`config.mk`:
```
export PLATFORM = sky130hd
export DESIGN_NAME = cau_div_step
export DESIGN_NICKNAME = d
export VERILOG_FILES = /design/src/hw/rtl/cau_pkg.sv /design/src/hw/rtl/cau_div_step.sv
export SDC_FILE = /design/constraint.sdc
export NUM_CORES = 1
export LEC_CHECK = 0
export ABC_AREA = 1
export BUFFER_PORTS_ARGS = -buffer_cell sky130_fd_sc_hd__buf_2
export CORE_AREA = 3 3 308 310
export CTS_BUF_LIST = sky130_fd_sc_hd__clkbuf_4 sky130_fd_sc_hd__clkbuf_8
export DETAILED_ROUTE_END_ITERATION = 7
export DIE_AREA = 0 0 311 313
export PLACE_DENSITY_LB_ADDON = 0.25
export SLEW_MARGIN = 15
export SYNTH_ARGS = -nofsm -noshare
export SYNTH_HDL_FRONTEND = slang
export SYNTH_SLANG_ARGS = --single-unit
export TNS_END_PERCENT = 20
```
`constraint.sdc`:
```
create_clock -name clk -period 0.8 [get_ports clk]
set_input_delay 0.04 -clock clk [delete_from_list [all_inputs] [get_ports clk]]
set_output_delay 0.04 -clock clk [all_outputs]
set_load 0.02 [all_outputs]
```
`src/hw/rtl/cau_pkg.sv`:
```
`default_nettype none

package cau_pkg;

	// quotient bits resolved by the divider pipe, one per stage
	localparam int QUO_BITS = 33;

	typedef enum logic [2:0] {
		OP_ADD  = 3'd0,
		OP_SUB  = 3'd1,
		OP_MUL  = 3'd2,
		OP_DIV  = 3'd3,
		OP_CONJ = 3'd4
	} op_t;

	localparam logic [1:0] ST_OK   = 2'd0;
	localparam logic [1:0] ST_SAT  = 2'd1;
	localparam logic [1:0] ST_DIVZ = 2'd2;

	localparam logic [31:0] SAT_POS = 32'h7fff_ffff;
	localparam logic [31:0] SAT_NEG = 32'h8000_0000;

	typedef struct packed {
		logic [31:0] re;
		logic [31:0] im;
		logic [1:0]  status;
	} res_t;

	// one part of a quotient under way
	typedef struct packed {
		logic                neg;
		logic                ovf;
		logic [63:0]         rem;
		logic [QUO_BITS-1:0] nlo;
		logic [QUO_BITS-1:0] quo;
	} dpart_t;

	typedef struct packed {
		logic        is_div;
		res_t        early;
		logic [63:0] den;
		dpart_t      re;
		dpart_t      im;
	} dstage_t;

endpackage

`default_nettype wire

```
`src/hw/rtl/cau_div_step.sv`:
```
`default_nettype none

module cau_div_step import cau_pkg::*; (
	input  wire logic    clk,
	input  wire logic    arst_n,
	input  wire logic    ce,
	input  wire logic    in_valid,
	input  wire dstage_t in_data,
	output logic         out_valid,
	output dstage_t      out_data
);

	// one restoring step: shift in the next numerator bit, subtract if it fits
	function automatic dpart_t div_bit(input dpart_t p, input logic [63:0] den);
		logic [64:0] t;
		logic [64:0] diff;
		logic        ge;
		dpart_t      n;
		t      = {p.rem, p.nlo[QUO_BITS-1]};
		diff   = t - {1'b0, den};
		ge     = t >= {1'b0, den};
		n      = p;
		n.rem  = ge ? diff[63:0] : t[63:0];
		n.nlo  = p.nlo << 1;
		n.quo  = {p.quo[QUO_BITS-2:0], ge};
		return n;
	endfunction

	dstage_t nxt;
	always_comb begin
		nxt    = in_data;
		nxt.re = div_bit(in_data.re, in_data.den);
		nxt.im = div_bit(in_data.im, in_data.den);
	end

	logic    v_s1;
	dstage_t d_s1;

	always_ff @(posedge clk or negedge arst_n) begin
		if (!arst_n) begin
			v_s1 <= 1'b0;
		end else if (ce) begin
			v_s1 <= in_valid;
		end
	end

	always_ff @(posedge clk) begin
		if (ce) begin
			d_s1 <= nxt;
		end
	end

	assign out_valid = v_s1;
	assign out_data  = d_s1;

endmodule

`default_nettype wire

```
==> results.md, run 1 <==
- Largest net degree at the start of global routing: 49
- First-pass GRT wire length: around 210000 um
- Antenna violations before repair: 29
- RR Endpoint: out_valid$_DFFE_PN0P_
- Hold_sp: in_data[71]
- RSZ-0062 raised after global routing: yes
- Die Width: 311 um
- P_leak: 24.8 nW
- H-tree depth: 3
- Mux cell area share after synthesis: 0.0435%
- Final ANT Viol Nets: 0
- Initial DRC Count: roughly 2500
- Outcome: finished with violations
- WP buf/inv: 4
- Syn Area/Cell: 7.52 sq um
- Type of origin of the critical path: primary input
- Worst setup margin: -931 ps
- Residual DRC: 0
- Post-Place Setup Slack: -1900 ps
- Max Root-Sink Buffers: 3
- Total gr overflow: 0
- Largest family of logic cells by synthesized area: simple AND/OR/NAND/NOR gates
- Worst r2r src: out_valid$_DFFE_PN0P_
- Reg clk slew, reported paths: ~70 ps
- PortBufs: about 800
- Hold crit path type: primary input to register
- Hold slack: -335 ps
- Total chip power: about 0.08 W
- Layout Nets: 6152
- Share of cells above drive strength 1: between 40 and 50%
- Worst path cell trace: buf_2 > clkinvlp_4 > ha_4 > nand2_1 > nor2_1 > buf_4 > nand2_1 > inv_1 > nand2_1 > nand2_1 > nand2_1 > nand2_2 > nand2_1 > nand2_1 > nand2_1 > nand3_1 > nand2_1
- Largest area contributor in the netlist: edfxtp_1
- Max incr delay on CP: 360 ps
- Clock sink count: around 400
- Total number of vias: between 30000 and 40000
- Vias in the first global route: 30900
- Fillers: between 8000 and 9000
- Compound-cell area share of the yosys netlist: 2.32%
- Sequential share of the synthesized area: between 40 and 50%
- Hold Vio Cnt, Final: 9
- Setup_tns: -318880 ps
- Die Ht: between 300 and 400 um
- Total routed wirelength: 156000 um
- Fin crit period: between 1500 and 2000 ps
- CTS Buf Count: 76
- VDD IR max: around 0.001 V
- WL per Instance: about 22 um
- Detailed placement HPWL: 119000 um
- Worst EP required: between 1000 and 1500 ps
- Final Util: 53.6%
- Grt met3 use: 5.62%
- Xor/xnor share of the synthesized area: 2.10%
- Maximum net fanout on the critical path: 4
- Most Crowded Layer GR: met2
- R2R setup slack: approximately 40 ps
- Grt met2 use: a little over half
- CTS Root Cell: clkbuf_8
- GRT Total Usage: roughly 29%
- DR vias/cell: 4.61
- Pre-antenna DRT Iters: 6
- Max Slew Vio Count: 0
- Post-synthesis cell count: around 3400
- Critical path arrival: ~2200 ps
- Std cell rows: ~110
- Initial Util: between 20% and 30%
- FF-to-FF path depth: 1
- Most used cell, CP: nand2_1
- Library cells used by synthesis: 38
- Total Die Area: a little under 0.1 sq mm
- Failing checks: hold timing, setup timing
- Clock skew: 0 ps
- Hold path cells: 3
- Area occupied by registers: around 0.012 sq mm
- Synthesis-stage register bit count: between 300 and 400
- GR met1 Demand/Resource: roughly 34%
- # IOs: 795
- Synth top area share: approximately 46%
- Max Freq: approximately 580 MHz
- Crit. End Element: register
- Worst skew pair latency: slightly above 700 ps
- Placed Cells: slightly above 6000
- Top delay family on crit path: simple AND/OR/NAND/NOR gates
- Synth warn: 0
- Gpl congestion: 0.979
- Largest cells by area after synthesis: edfxtp_1, nand2_1, inv_1
- Pwr/cell area: about 1600 mW/mm^2
- Slowest-stage cell, CP: ha_4
- Min-Delay Endpoint: out_data[72]$_DFFE_PP_
- Setup violations, final: between 700 and 800
- Max Cap Violations: 0
- Syn-to-layout area delta: 90.1%
- CTS tree: yes
- Core outline area: a little over 0.09 sq mm
- Synth Area in Adders: under 10%
- Period utilization: 216%
- Critical path class: primary input to register
- Multi-input logic area: 0.0147 sq mm
- Cell Area, Synth: around 0.026 sq mm
- Post-synthesis simple-gate area fraction: between 30 and 40%
- Post-Layout Cell Count: about 6900
[synthesized netlist by cell type (all sizes together)]
cell type  count
nand2       1379
inv          711
edfxtp       393
nand3        293
nor2         223
ha           128
a21oi         92
xor2          60
buf           33
nand3b        26
nor3          25
nand4         21
o21ai         16
nor4          11
clkbuf         8
and3           7
o21bai         5
and2           4
a21o           2
fa             2
or2            2
xnor2          2
clkinv         1
conb           1
dfrtp          1
mux2           1
[worst min-delay path: stages]
cell and delay (ps):
buf_2 110, nand3_1 80, nand2_1 60
[metrics by stage]
| stage | hold WS (ps) | area [sq um] |
|---|---|---|
| after floorplan | -256 | 26200 |
| after global placement | -183 | 37100 |
| after detailed placement | -181 | 37100 |
| after CTS | -526 | 45400 |
| after global routing | -347 | 49300 |
| final | -335 | 49300 |
[power breakdown]
group | internal, W | switching, W | total [W] | leakage [nW]
combinational | 0.0133 | 0.0172 | 0.0305 | 20.1
clock | 0.0119 | 0.0102 | 0.0221 | 0.825
sequential | 0.0254 | 0.000952 | 0.0263 | 3.86
total | 0.0505 | 0.0284 | 0.0789 | 24.8
[kinds of logic after synthesis]
kind of cell	Yosys count
adders and majority gates	130
other	1
DFF	394
buffers and inverters	753
and+or+nand+nor	1991
AOI/OAI and AO/OA	115
muxes	1
xor gates and xnor gates	62
[per-layer routing]
metal  up-vias  part of all wire [%]
met5         -                  0.11
met4        26                   5.0
met3       336                   6.7
met2      1362                    50
met1     15100                    38
li1      15200                     -
[sequential cells by signal, summed over array words and instances (netlist names)]
register and count:
out_data 393, out_valid 1
[cells in the final DEF (no fill, tap or decap), drive strengths merged, types with 26 or more instances in the layout]
| cell | count |
|---|---|
| clkinvlp | 28 |
| dlygate4sd3 | 561 |
| inv | 695 |
| edfxtp | 393 |
| xor2 | 60 |
| nor2 | 223 |
| ha | 128 |
| buf | 1548 |
| nand3b | 26 |
| clkbuf | 126 |
| a21oi | 92 |
| nand3 | 293 |
| nand2 | 1381 |
[worst max-delay path by stage]
stage | startpoint | to | slack [ps] | depth (start not counted)
2_1_floorplan | in_data[324] | out_data[88]$_DFFE_PP_ | -1050 | 12
3_3_place_gp | in_data[281] | out_data[66]$_DFFE_PP_ | -1870 | 15
3_5_place_dp | in_data[323] | out_data[66]$_DFFE_PP_ | -1900 | 11
4_1_cts | in_data[317] | out_data[129]$_DFFE_PP_ | -850 | 15
5_1_grt | in_data[270] | out_data[126]$_DFFE_PP_ | -960 | 16
6_report | in_data[270] | out_data[112]$_DFFE_PP_ | -930 | 17
[what timing repair did]
action	CTS	global route
endpoints found under the hold margin	786	23
buffers inserted	5	47
setup endpoints to repair	524	645
pin swaps	26	144
gates resized for setup	229	677
cloned	5	28
hold buffers	548	13
[layout make-up]
| type | count | area share [%] |
|---|---|---|
| Timing Repair Buffer | 2136 | 34.2 |
| Multi-Input combinational cell | 2303 | 29.7 |
| Sequential cell | 394 | 24.0 |
| Inverter | 712 | 5.64 |
| Tap cell | 1243 | 3.16 |
| Clock buffer | 99 | 2.49 |
| Clock inverter | 40 | 0.777 |
| Antenna cell | 9 | 0.0457 |
(Power assumes the default switching activity.)
==> inputs of run 2 (changes only) <==
--- a/config.mk
+++ b/config.mk
@@ -9,7 +9,8 @@
 export BUFFER_PORTS_ARGS = -buffer_cell sky130_fd_sc_hd__buf_2
-export CORE_AREA = 3 3 308 310
+export CORE_AREA = 2 2 307 309
 export CTS_BUF_LIST = sky130_fd_sc_hd__clkbuf_4 sky130_fd_sc_hd__clkbuf_8
 export DETAILED_ROUTE_END_ITERATION = 7
-export DIE_AREA = 0 0 311 313
+export DIE_AREA = 0 0 309 311
 export PLACE_DENSITY_LB_ADDON = 0.25
+export REMOVE_ABC_BUFFERS = 1
 export SLEW_MARGIN = 15
==> constraint.sdc (replaced) <==
create_clock -name clk -period 0.8 [get_ports clk]
set_input_delay 0.2 -clock clk [delete_from_list [all_inputs] [get_ports clk]]
set_output_delay 0.2 -clock clk [all_outputs]
set_load 0.02 [all_outputs]
==> results.md, run 2 (synthesis gave the netlist of run 1 again) <==
- Fin area: 0.0451 sq mm (was 0.0493 sq mm)
- Detailed placement HPWL: 112000 um (was 119000 um)
- Die Ht: 311 um (was 313 um)
- Final Util: 48.6% (was 53.6%)
- Antenna violations before repair: 27 (was 29)
- R2R setup slack: 50 ps (was 40 ps)
- Number of flip-flops in the largest register: 393 (unchanged)
- Std cell rows: 112 (was 111)
- Total gr overflow: 0 (unchanged)
- Min-Delay Endpoint: out_data[111]$_DFFE_PP_ (was out_data[72]$_DFFE_PP_)
- Max Cap Violations: 0 (unchanged)
- Setup_tns: -387490 ps (was -318880 ps)
- WL per Instance: 20.6 um (was 22.5 um)
- Core outline area: 0.0928 sq mm (was 0.0919 sq mm)
- Hold slack: -6.92 ps (was -335 ps)
- PortBufs: 790 (unchanged)
- Worst r2r src: out_valid$_DFFE_PN0P_ (unchanged)
- DR vias/cell: 4.47 (was 4.61)
- Die Width: 309 um (was 311 um)
- Max Slew Vio Count: 0 (unchanged)
- Clock skew: 0 ps (unchanged)
- Commonest cells after routing, fill and taps aside: nand2_1, buf_2, buf_4 (unchanged)
- Worst setup margin: -1060 ps (was -931 ps)
- Maximum net fanout on the critical path: 8 (was 4)
- Placed Cells: 6130 (was 6144)
- Crit. End Element: register (unchanged)
- Type of origin of the critical path: primary input (unchanged)
- Vias in the first global route: 30100 (was 30900)
- First-pass GRT wire length: 193000 um (was 209000 um)
- # IOs: 795 (unchanged)
- Total routed wirelength: 139000 um (was 156000 um)
- Met1 Routed Length: 51400 um (was 59700 um)
- Largest net degree at the start of global routing: 63 (was 49)
- P_leak: 23.2 nW (was 24.8 nW)
- Top delay family on crit path: simple AND/OR/NAND/NOR gates (unchanged)
- CTS Buf Count: 75 (was 76)
- WP buf/inv: 6 (was 4)
- Total Die Area: 0.0961 sq mm (was 0.0973 sq mm)
- Worst skew pair latency: 710 ps (was 720 ps)
- Fillers: 9092 (was 8719)
- Syn-to-layout area delta: 74.0% (was 90.1%)
- Max Root-Sink Buffers: 3 (unchanged)
- Fin crit period: 1860 ps (was 1730 ps)
- Gpl congestion: 0.955 (was 0.979)
- Reg clk slew, reported paths: 50 ps (was 70 ps)
- Critical path arrival: 2270 ps (was 2210 ps)
- Pre-antenna DRT Iters: 7 (was 6)
- Final ANT Viol Nets: 0 (unchanged)
- Period utilization: 233% (was 216%)
- Hold Vio Cnt, Final: 1 (was 9)
- Commonest non-fill, non-tap cell in the layout: nand2_1 (unchanged)
- WL met3: 8140 um (was 10400 um)
- Most used cell, CP: nor2_4 (was nand2_1)
- Max incr delay on CP: 380 ps (was 360 ps)
- Post-Layout Cell Count: 6717 (was 6936)
- Outcome: finished with violations (unchanged)
- Initial DRC Count: 1911 (was 2515)
- Layout Nets: 5917 (was 6152)
- Clock sink count: 394 (unchanged)
- Residual DRC: 0 (unchanged)
- H-tree depth: 3 (unchanged)
- Hold_sp: in_data[110] (was in_data[71])
- CTS Root Cell: clkbuf_8 (unchanged)
- RR Endpoint: out_valid$_DFFE_PN0P_ (unchanged)
- CTS tree: yes (unchanged)
- GRT Total Usage: 27.8% (was 29.5%)
- Failing checks: hold timing, setup timing (unchanged)
- Initial Util: 27.9% (was 28.2%)
- Wire length on met2: 71400 um (was 77700 um)
- Share of cells above drive strength 1: 38.3% (was 43.3%)
- Hold path cells: 3 (unchanged)
- FF-to-FF path depth: 1 (unchanged)
- Worst path cell trace: buf_6 > clkinvlp_4 > ha_4 > nand2_4 > nor2_4 > inv_2 > nor2_4 > nand2_2 > nor2_4 > nand3_2 > nand3_2 > nor2_4 > buf_8 > buf_12 > buf_12 > nand3_2 > nand2_2 (was buf_2 > clkinvlp_4 > ha_4 > nand2_1 > nor2_1 > buf_4 > nand2_1 > inv_1 > nand2_1 > nand2_1 > nand2_1 > nand2_2 > nand2_1 > nand2_1 > nand2_1 > nand3_1 > nand2_1)
- Post-DP Area: 0.0368 sq mm (was 0.0371 sq mm)
- Worst EP required: 1210 ps (was 1270 ps)
- Hold crit path type: primary input to register (unchanged)
- Setup violations, final: 533 (was 785)
- VDD IR max: 0.00118 V (was 0.00102 V)
- Critical path class: primary input to register (unchanged)
- Top sig layer: met5 (unchanged)
- Max Freq: 537 MHz (was 578 MHz)
- Pwr/cell area: 1630 mW/mm^2 (was 1600 mW/mm^2)
- Total number of vias: 30000 (was 32000)
- RSZ-0062 raised after global routing: yes (unchanged)
- Slowest-stage cell, CP: ha_4 (unchanged)
run 2: power by group:
group | internal, W | total, W | switching (W)
logic | 0.0115 | 0.0268 | 0.0153
registers | 0.0254 | 0.0262 | 0.000882
clock network | 0.0108 | 0.0206 | 0.00978
run 2: layout make-up:
class                           count  area, sq um  area share (%)
Clock buffer                       98         1220            2.71
Multi-Input combinational cell   2301        13000            28.9
Clock inverter                     38          272           0.602
Inverter                          712         2720            6.04
Antenna cell                       16         40.0          0.0888
Timing Repair Buffer             1904        14400            32.0
Sequential cell                   394        11800            26.2
Tap cell                         1254         1570            3.48
run 2: stage by stage:
| step | worst slack (ps) | hold slack, ps | total power, W |
|---|---|---|---|
| final | -1060 | -6.92 | 0.0736 |
| after global routing | -1090 | -50.3 | 0.0769 |
| after CTS | -979 | -96.9 | 0.0730 |
| after detailed placement | -2020 | -23.7 | 0.0494 |
| after global placement | -1980 | -24.6 | 0.0493 |
| after floorplan | -2210 | -95.6 | 0.0369 |
run 2: routing by layer:
layer  up-vias  global-route usage [%]
met5         -                       0
met4        22                    14.7
met3       308                    4.72
met2      1056                    51.0
met1     13900                    30.1
li1      14700                       -
run 2: how the worst max path moves through the flow:
| stage | end | slack (ps) | startpoint | cells after the start |
|---|---|---|---|---|
| after floorplan | out_data[66]$_DFFE_PP_ | -2210 | in_data[315] | 12 |
| after detailed placement | out_data[208]$_DFFE_PP_ | -2020 | in_data[275] | 16 |
| final | out_data[111]$_DFFE_PP_ | -1060 | in_data[301] | 17 |
| after CTS | out_data[111]$_DFFE_PP_ | -980 | in_data[290] | 18 |
| after global placement | out_data[204]$_DFFE_PP_ | -1980 | in_data[275] | 16 |
| after global routing | out_data[94]$_DFFE_PP_ | -1090 | in_data[281] | 16 |
run 2: timing repair:
| item | in CTS | in global routing |
|---|---|---|
| resized for setup | 234 | 251 |
| hold buffers | 394 | 1 |
| buffers inserted | 18 | 11 |
| setup endpoints to repair | 524 | 531 |
| cloned | 6 | 5 |
| pin swaps | 40 | 62 |
| hold endpoints to repair | 466 | 31 |
